===== config.mk =====
export PLATFORM = sky130hd
export DESIGN_NAME = lru_block_buffer_cache_core
export DESIGN_NICKNAME = d
export VERILOG_FILES = /design/src/hw/rtl/lbbc_pkg.sv /design/src/hw/rtl/lru_block_buffer_cache_core.sv /design/src/hw/rtl/lbbc_datapath.sv /design/src/hw/rtl/lbbc_controller.sv
export SDC_FILE = /design/constraint.sdc
export NUM_CORES = 2
export LEC_CHECK = 0
export BUFFER_PORTS_ARGS = -buffer_cell sky130_fd_sc_hd__clkbuf_2
export CAP_MARGIN = 20
export CORE_MARGIN = 4
export CORE_UTILIZATION = 55
export CTS_CLUSTER_DIAMETER = 150
export CTS_CLUSTER_SIZE = 28
export DETAILED_ROUTE_END_ITERATION = 8
export HOLD_SLACK_MARGIN = 0.1
export MAX_ROUTING_LAYER = met4
export PLACE_DENSITY_LB_ADDON = 0.05
export SLEW_MARGIN = 20
export SYNTH_ARGS = -nofsm -noshare
export SYNTH_HDL_FRONTEND = slang
export SYNTH_SLANG_ARGS = --single-unit

===== constraint.sdc =====
create_clock -name clock -period 5.1 [get_ports clock]
set_input_delay 1.02 -clock clock [delete_from_list [all_inputs] [get_ports clock]]
set_output_delay 1.02 -clock clock [all_outputs]
set_load 0.03 [all_outputs]

===== src/hw/rtl/lbbc_pkg.sv =====
// Shared types and constants for the block buffer cache tag manager.
// No dependencies; every other file refers to it by scoped names.
`default_nettype none

package lbbc_pkg;

   localparam int SLOT_W  = 5;
   localparam int COUNT_W = 8;
   localparam int DEV_W   = 8;
   localparam int BLK_W   = 32;
   localparam int TIME_W  = 32;

   localparam logic [COUNT_W-1:0] COUNT_MAX = 8'hFF;

   typedef enum logic [1:0] {
      MODE_GET     = 2'd0,
      MODE_RELEASE = 2'd1,
      MODE_PIN     = 2'd2,
      MODE_UNPIN   = 2'd3
   } mode_type;

   typedef enum logic [1:0] {
      ST_OK      = 2'd0,
      ST_NO_FREE = 2'd1,
      ST_UNDER   = 2'd2,
      ST_OVER    = 2'd3
   } status_type;

   typedef struct packed {
      mode_type          mode;
      logic [DEV_W-1:0]  device;
      logic [BLK_W-1:0]  block_number;
      logic [SLOT_W-1:0] slot_in;
      logic [TIME_W-1:0] now;
   } req_type;

   typedef struct packed {
      logic [SLOT_W-1:0] slot_out;
      logic              hit;
      logic              needs_read;
      status_type        status;
   } rsp_type;

   typedef struct packed {
      logic capture;
      logic scan_rd;
      logic slot_rd;
      logic update;
   } cmd_type;

   typedef struct packed {
      logic scan_last;
      logic out_free;
   } sts_type;

endpackage

`default_nettype wire


===== src/hw/rtl/lru_block_buffer_cache_core.sv =====
// Top level of the block buffer cache tag manager.
// Depends on lbbc_pkg, lbbc_controller and lbbc_datapath.
//
//   Channel   Ports                            Payload
//   request   req_valid, req_ready, req_data   lbbc_pkg::req_type
//   response  rsp_valid, rsp_ready, rsp_data   lbbc_pkg::rsp_type
//
// A get runs the scan, which reads one slot per cycle from the tag, count and last-use
// memories, and then one update.
// Release, pin and unpin run one memory read and one update.
// Reset is synchronous and clears per-slot valid bits, so no clearing pass runs.
// A new beat is accepted while the previous response waits; the update stalls
// only when the response register is still full.
`default_nettype none

module lru_block_buffer_cache_core #(
   parameter int SLOT_COUNT = 32
) (
   input  wire                clock,
   input  wire                reset,
   input  wire                req_valid,
   output logic               req_ready,
   input  lbbc_pkg::req_type  req_data,
   output logic               rsp_valid,
   input  wire                rsp_ready,
   output lbbc_pkg::rsp_type  rsp_data
);

   lbbc_pkg::cmd_type cmd;
   lbbc_pkg::sts_type sts;
   logic              req_is_get;

   assign req_is_get = (req_data.mode == lbbc_pkg::MODE_GET);

   lbbc_controller u_ctrl (
      .clock      (clock),
      .reset      (reset),
      .req_valid  (req_valid),
      .req_is_get (req_is_get),
      .req_ready  (req_ready),
      .cmd        (cmd),
      .sts        (sts)
   );

   lbbc_datapath #(
      .SLOT_COUNT (SLOT_COUNT)
   ) u_dp (
      .clock     (clock),
      .reset     (reset),
      .cmd       (cmd),
      .sts       (sts),
      .req_data  (req_data),
      .rsp_valid (rsp_valid),
      .rsp_ready (rsp_ready),
      .rsp_data  (rsp_data)
   );

endmodule

`default_nettype wire


===== src/hw/rtl/lbbc_datapath.sv =====
// Datapath: slot memories, scan comparators, update logic and response register.
// Depends on lbbc_pkg; driven by lbbc_controller through cmd_type commands.
`default_nettype none

module lbbc_datapath #(
   parameter int SLOT_COUNT = 32
) (
   input  wire                    clock,
   input  wire                    reset,
   input  lbbc_pkg::cmd_type      cmd,
   output lbbc_pkg::sts_type      sts,
   input  lbbc_pkg::req_type      req_data,
   output logic                   rsp_valid,
   input  wire                    rsp_ready,
   output lbbc_pkg::rsp_type      rsp_data
);

   localparam int IW    = (SLOT_COUNT > 1) ? $clog2(SLOT_COUNT) : 1;
   localparam int TAG_W = lbbc_pkg::DEV_W + lbbc_pkg::BLK_W;

   lbbc_pkg::req_type req_ff;

   logic [IW-1:0] idx_ff, idx_in;

   logic [TAG_W-1:0]                tag_mem [SLOT_COUNT];
   logic [lbbc_pkg::COUNT_W-1:0]    cnt_mem [SLOT_COUNT];
   logic [lbbc_pkg::TIME_W-1:0]     use_mem [SLOT_COUNT];

   logic [SLOT_COUNT-1:0] tag_vld_ff, cnt_vld_ff, use_vld_ff, loaded_ff;

   logic [TAG_W-1:0]             tag_rd_ff;
   logic [lbbc_pkg::COUNT_W-1:0] cnt_rd_ff;
   logic [lbbc_pkg::TIME_W-1:0]  use_rd_ff;
   logic                         tag_vr_ff, cnt_vr_ff, use_vr_ff;
   logic [IW-1:0]                rd_idx_ff;
   logic                         cmp_ff;

   logic [TAG_W-1:0]             tag_eff;
   logic [lbbc_pkg::COUNT_W-1:0] cnt_eff;
   logic [lbbc_pkg::TIME_W-1:0]  use_eff;

   logic                         hit_fd_ff, free_fd_ff;
   logic [IW-1:0]                hit_idx_ff, best_idx_ff;
   logic [lbbc_pkg::COUNT_W-1:0] hit_cnt_ff;
   logic [lbbc_pkg::TIME_W-1:0]  best_use_ff;

   logic                         rd_en;
   logic [IW-1:0]                rd_addr, slot_idx, wr_addr;
   logic                         in_range;
   logic                         tag_we, cnt_we, use_we, set_loaded;
   logic [lbbc_pkg::COUNT_W-1:0] cnt_wd;
   lbbc_pkg::rsp_type            rsp_in, rsp_ff;
   logic                         rsp_vld_ff;

   assign slot_idx = IW'(req_ff.slot_in);
   assign in_range = 9'(req_ff.slot_in) < 9'(SLOT_COUNT);
   assign rd_en    = cmd.scan_rd | cmd.slot_rd;
   assign rd_addr  = cmd.scan_rd ? idx_ff : slot_idx;
   assign idx_in   = cmd.capture ? '0 : (cmd.scan_rd ? idx_ff + 1'b1 : idx_ff);

   assign tag_eff = tag_vr_ff ? tag_rd_ff : '0;
   assign cnt_eff = cnt_vr_ff ? cnt_rd_ff : '0;
   assign use_eff = use_vr_ff ? use_rd_ff : '0;

   assign sts.scan_last = (idx_ff == IW'(SLOT_COUNT - 1));
   assign sts.out_free  = !rsp_vld_ff || rsp_ready;

   assign rsp_valid = rsp_vld_ff;
   assign rsp_data  = rsp_ff;

   always_comb begin
      tag_we     = 1'b0;
      cnt_we     = 1'b0;
      use_we     = 1'b0;
      set_loaded = 1'b0;
      wr_addr    = slot_idx;
      cnt_wd     = cnt_eff;
      rsp_in     = '{slot_out: req_ff.slot_in, hit: 1'b0, needs_read: 1'b0,
                     status: lbbc_pkg::ST_OK};
      if (req_ff.mode == lbbc_pkg::MODE_GET) begin
         if (hit_fd_ff) begin
            wr_addr         = hit_idx_ff;
            rsp_in.slot_out = lbbc_pkg::SLOT_W'(hit_idx_ff);
            rsp_in.hit      = 1'b1;
            if (hit_cnt_ff == lbbc_pkg::COUNT_MAX) begin
               rsp_in.status = lbbc_pkg::ST_OVER;
            end else begin
               cnt_we            = 1'b1;
               cnt_wd            = hit_cnt_ff + 1'b1;
               set_loaded        = 1'b1;
               rsp_in.needs_read = !loaded_ff[hit_idx_ff];
            end
         end else if (free_fd_ff) begin
            wr_addr           = best_idx_ff;
            tag_we            = 1'b1;
            cnt_we            = 1'b1;
            cnt_wd            = lbbc_pkg::COUNT_W'(1);
            set_loaded        = 1'b1;
            rsp_in.slot_out   = lbbc_pkg::SLOT_W'(best_idx_ff);
            rsp_in.needs_read = 1'b1;
         end else begin
            rsp_in.slot_out = '0;
            rsp_in.status   = lbbc_pkg::ST_NO_FREE;
         end
      end else if (in_range) begin
         if (req_ff.mode == lbbc_pkg::MODE_PIN) begin
            if (cnt_eff == lbbc_pkg::COUNT_MAX) begin
               rsp_in.status = lbbc_pkg::ST_OVER;
            end else begin
               cnt_we = 1'b1;
               cnt_wd = cnt_eff + 1'b1;
            end
         end else if (cnt_eff == '0) begin
            rsp_in.status = lbbc_pkg::ST_UNDER;
         end else begin
            cnt_we = 1'b1;
            cnt_wd = cnt_eff - 1'b1;
            use_we = (req_ff.mode == lbbc_pkg::MODE_RELEASE) &&
                     (cnt_eff == lbbc_pkg::COUNT_W'(1));
         end
      end
   end

   always_ff @(posedge clock) begin
      if (rd_en) begin
         tag_rd_ff <= tag_mem[rd_addr];
         cnt_rd_ff <= cnt_mem[rd_addr];
         use_rd_ff <= use_mem[rd_addr];
      end
      if (cmd.update && tag_we) begin
         tag_mem[wr_addr] <= {req_ff.device, req_ff.block_number};
      end
      if (cmd.update && cnt_we) begin
         cnt_mem[wr_addr] <= cnt_wd;
      end
      if (cmd.update && use_we) begin
         use_mem[wr_addr] <= req_ff.now;
      end
   end

   always_ff @(posedge clock) begin
      if (reset) begin
         tag_vld_ff <= '0;
         cnt_vld_ff <= '0;
         use_vld_ff <= '0;
         loaded_ff  <= '0;
         rsp_vld_ff <= 1'b0;
         cmp_ff     <= 1'b0;
         idx_ff     <= '0;
         hit_fd_ff  <= 1'b0;
         free_fd_ff <= 1'b0;
      end else begin
         idx_ff <= idx_in;
         cmp_ff <= cmd.scan_rd;
         if (cmd.update) begin
            if (tag_we) tag_vld_ff[wr_addr] <= 1'b1;
            if (cnt_we) cnt_vld_ff[wr_addr] <= 1'b1;
            if (use_we) use_vld_ff[wr_addr] <= 1'b1;
            if (set_loaded) loaded_ff[wr_addr] <= 1'b1;
            rsp_vld_ff <= 1'b1;
         end else if (rsp_ready) begin
            rsp_vld_ff <= 1'b0;
         end
         if (cmd.capture) begin
            hit_fd_ff  <= 1'b0;
            free_fd_ff <= 1'b0;
         end else if (cmp_ff) begin
            if (!hit_fd_ff && tag_eff == {req_ff.device, req_ff.block_number}) begin
               hit_fd_ff <= 1'b1;
            end
            if (cnt_eff == '0 && (!free_fd_ff || use_eff < best_use_ff)) begin
               free_fd_ff <= 1'b1;
            end
         end
      end
   end

   always_ff @(posedge clock) begin
      if (cmd.capture) begin
         req_ff <= req_data;
      end
      if (cmd.update) begin
         rsp_ff <= rsp_in;
      end
      if (rd_en) begin
         rd_idx_ff <= rd_addr;
         tag_vr_ff <= tag_vld_ff[rd_addr];
         cnt_vr_ff <= cnt_vld_ff[rd_addr];
         use_vr_ff <= use_vld_ff[rd_addr];
      end
      if (cmp_ff && !cmd.capture) begin
         if (!hit_fd_ff && tag_eff == {req_ff.device, req_ff.block_number}) begin
            hit_idx_ff <= rd_idx_ff;
            hit_cnt_ff <= cnt_eff;
         end
         if (cnt_eff == '0 && (!free_fd_ff || use_eff < best_use_ff)) begin
            best_idx_ff <= rd_idx_ff;
            best_use_ff <= use_eff;
         end
      end
   end

endmodule

`default_nettype wire


===== src/hw/rtl/lbbc_controller.sv =====
// Controller state machine: sequences the accept, slot scan, slot read and update.
// Depends on lbbc_pkg; commands lbbc_datapath through cmd_type and sts_type.
`default_nettype none

module lbbc_controller (
   input  wire                clock,
   input  wire                reset,
   input  wire                req_valid,
   input  wire                req_is_get,
   output logic               req_ready,
   output lbbc_pkg::cmd_type  cmd,
   input  lbbc_pkg::sts_type  sts
);

   typedef enum logic [2:0] {
      S_IDLE,
      S_SCAN,
      S_SCAN_END,
      S_SLOT_RD,
      S_UPDATE
   } state_type;

   state_type state_ff, state_in;

   always_comb begin
      state_in    = state_ff;
      cmd         = '0;
      req_ready   = 1'b0;
      unique case (state_ff)
         S_IDLE: begin
            req_ready = 1'b1;
            if (req_valid) begin
               cmd.capture = 1'b1;
               state_in    = req_is_get ? S_SCAN : S_SLOT_RD;
            end
         end
         S_SCAN: begin
            cmd.scan_rd = 1'b1;
            if (sts.scan_last) state_in = S_SCAN_END;
         end
         S_SCAN_END: begin
            state_in = S_UPDATE;
         end
         S_SLOT_RD: begin
            cmd.slot_rd = 1'b1;
            state_in    = S_UPDATE;
         end
         S_UPDATE: begin
            if (sts.out_free) begin
               cmd.update = 1'b1;
               state_in   = S_IDLE;
            end
         end
         default: state_in = S_IDLE;
      endcase
   end

   always_ff @(posedge clock) begin
      if (reset) begin
         state_ff <= S_IDLE;
      end else begin
         state_ff <= state_in;
      end
   end

endmodule

`default_nettype wire


==> impl_metrics.toml <==
[run_status]
run_status = "complete, but fails checks"
violations = "antenna violations"

[route]
routed_wirelength_mm = 344
post_drt_via_cell_ratio = 6.66
drt-initial-drc-count = 9545
routedWlPerCell_um = 33.0
detailroute.via_count = 69500
final_antenna_net_count = 1
drcViolationCount = 0
drt-pass1-iter-count = 6

[sta]
measured_slew_at_the_worst_slew_check_pin_ns = 1.13
final-setup-viol-count = 0
rsz0062_at_grt = "no"
finalHoldViolCount = 0
period_share_pct = 81.7
timing.max_slew.rel_slack_pct = 24.4
fin_setup_tns_ns = 0
maxClockFrequency_mhz = 240
clock_skew_ns = 0.0316
timing_max_transition_violations_final = 0
layout_min_cycle_time_ns = 4.17

[die]
die_h_um = 476
start_util_pct = 55.3
die-area_um2 = 226000
design.core.area_um2 = 217000
floorplan.rows = 171
i_o_pin_cnt = 94
dieWidth_um = 476

[clocking]
clock_path_buffers = 3
cts_num_sinks = 2926
clock_tree.root_cell = "clkbuf_16"
clk-insertion-delay-late_ns = 0.84
cts_setup_buffers = 0
cts_tree = "built"
cts.clk_slew.worst_paths_ns = 0.11
post_cts_resize_count = 0
cts-htree-levels = 3
cts_hold_buffers_added = 0
cts_made_buffers = 114

[logic_synthesis]
synth.cells.most_frequent = "edfxtp_1 (2786), nand2_1 (1065), mux2i_1 (750), nand3_1 (523), mux4_2 (342)"
synth_adder_area_share_pct = 0.395
synth_top_family_by_area = "multiplexers"
synth_most_common_cell = "edfxtp_1"
synth-seq-cells = 2926
synth-compound-area-share_pct = 3.76
synth_area_in_simple_gates_pct = 7.69
async_reset_ff_share_pct = 0
synth.top_cell.area_share_pct = 69.6
synthFlopType = "edfxtp_1"
synth_area_leaders = "edfxtp_1 (70%), mux4_2 (6.4%), mux2i_1 (6.2%)"
netlist_area_um2 = 120000
synthXorXnorAreaFrac_pct = 0.189
synth.mux.area_fraction_pct = 14.3
synth_enable_flop_cells = 2786
yosys.cell_types.count = 69
synth_largest_area_cell = "edfxtp_1"
synth_cells = 7532
synth_warnings = 0
synth.yosys.seq_area_share_pct = 71.9
postSynthNetCount = 7653
syn_area_per_cell_um2 = 16.0

[place]
port_buffers = 93
dp_hpwl_mm = 188
gp_congestion = 0.860

[critical_path]
worst-endpoint-arrival_ns = 4.55
cp-end-kind = "flop"
timing_worst_setup_path_type = "reg2reg"
path_max_fanout = 61
critPathRequiredTime_ns = 5.49
worstSetupStartpointType = "flop"

[run]
max_cap_viol_count = 0

[global_route]
grt.total_usage_pct = 31.1
antenna_found_initial = 8
grt_first_pass_wirelength_mm = 490
pin_count_of_the_biggest_net_entering_global_routing = 160
overflow = 0
first_global_vias = 66500

[min_path]
hold_class = "in2reg"

[power_and_ir_drop]
p_switching_uw = 12200
internal_power_uw = 33700
fraction_of_power_consumed_by_the_clock_network_pct = 24.5
power.share.sequential_pct = 59.7
pwr_per_cell_area_nw_per_um2 = 355
p_sw_share_pct = 26.6
share_comb_of_total_power_pct = 15.8
worst_ir_drop_on_vdd_v = 0.000352
power_leakage_uw = 0.0427

[cells_and_area]
drive_gt1_share_pct = 14.7
syn2layout_area_growth_pct = 7.74
finalCoreUtilization_pct = 59.6
design.final.nets = 7672
==> worst max-delay path, cell delays in order, from the launching register on <==
cell     delay [ns]
dfxtp_1        0.47
nor3b_4        0.52
nor2_1         0.14
a21oi_4        0.43
inv_8          0.36
buf_12         0.32
mux4_2         0.31
mux2_2         0.29
a32oi_1        0.26
nand4_1        0.55
==> power groups by stage <==
stage	clock (uW)	sequential (uW)	combinational [uW]
after global routing	12300	27500	7690
final	11300	27400	7260
after CTS	11400	27500	7180
after global placement	0	28000	7050
after floorplan	0	27900	4530
after detailed placement	0	28000	7160
==> cells in the final DEF (no fill, tap or decap), drive strengths merged, types with 167 or more instances in the layout <==
cell type,n
nor2,308
nand3,523
buf,286
mux2,167
mux2i,753
nand2,1065
clkbuf,217
edfxtp,2786
a32oi,251
mux4,342
==> cell type report <==
| class | instances | area (um^2) |
|---|---|---|
| Tap cell | 2854 | 3570 |
| Inverter | 62 | 253 |
| Sequential cell | 2926 | 86500 |
| Fill cell | 16300 | 87800 |
| Antenna cell | 9 | 22.5 |
| Clock inverter | 5 | 80.1 |
| Timing Repair Buffer | 378 | 3980 |
| Multi-Input combinational cell | 4069 | 32300 |
| Clock buffer | 125 | 2960 |
==> path summary, 6_finish.rpt <==
kind	from	end	slack [ns]	cells after the start
max	u_ctrl.state_ff[2]	u_dp.tag_vr_ff	0.93	9
min	req_data[68]	u_dp.req_ff[68]	0.35	1
max reg2reg	u_ctrl.state_ff[2]	u_dp.tag_vr_ff	0.93	9
min reg2reg	u_dp.rd_idx_ff[2]	u_dp.best_idx_ff[2]	0.46	0
==> kinds of logic (layout without fill, tap and decap cells) <==
group                      Yosys count  count (layout)
AOI/OAI and AO/OA                  618             618
xor gates and xnor gates            26              26
adders and majority gates           38              38
buffers and inverters              537             570
DFF                               2926            2926
muxes                             1262            1262
other                                0               9
and+or+nand+nor                   2125            2125
==> through the flow <==
step | cells | hold slack, ns | total power [uW] | area [um^2] | setup slack [ns]
2_1_floorplan | 7532 | 0.421 | 32400 | 120000 | 0.157
3_3_place_gp | 10300 | 0.425 | 35100 | 126000 | 0.848
3_5_place_dp | 10300 | 0.432 | 35200 | 126000 | 0.783
4_1_cts | 10400 | 0.285 | 46100 | 129000 | 0.753
5_1_grt | 10400 | 0.303 | 47400 | 130000 | 0.817
6_report | 10400 | 0.349 | 46000 | 130000 | 0.931
==> registers in the layout, summed over array words and instances (netlist names), 5 cells and up <==
signal,cells
u_dp.use_rd_ff,32
u_dp.idx_ff,5
u_dp.rd_idx_ff,5
u_dp.cnt_vld_ff,32
u_dp.best_use_ff,32
u_dp.tag_rd_ff,40
u_dp.use_mem,1024
u_dp.loaded_ff,32
u_dp.tag_mem,1280
u_dp.hit_idx_ff,5
u_dp.cnt_mem,256
u_dp.best_idx_ff,5
u_dp.slot_idx,5
u_dp.use_vld_ff,32
u_dp.hit_cnt_ff,8
u_dp.rsp_data,9
u_dp.req_ff,74
u_dp.tag_vld_ff,32
u_dp.cnt_rd_ff,8
==> metal layers <==
metal / wire length [um] / part of all wire (%) / track usage (%)
met1: 146000 / 42 / 46.0
met5: 0 / 0 / -
met4: 8620 / 2.5 / 6.82
met2: 158000 / 46 / 46.6
met3: 31000 / 9.0 / 4.56
Note: power is estimated with default switching activity, not from simulation.
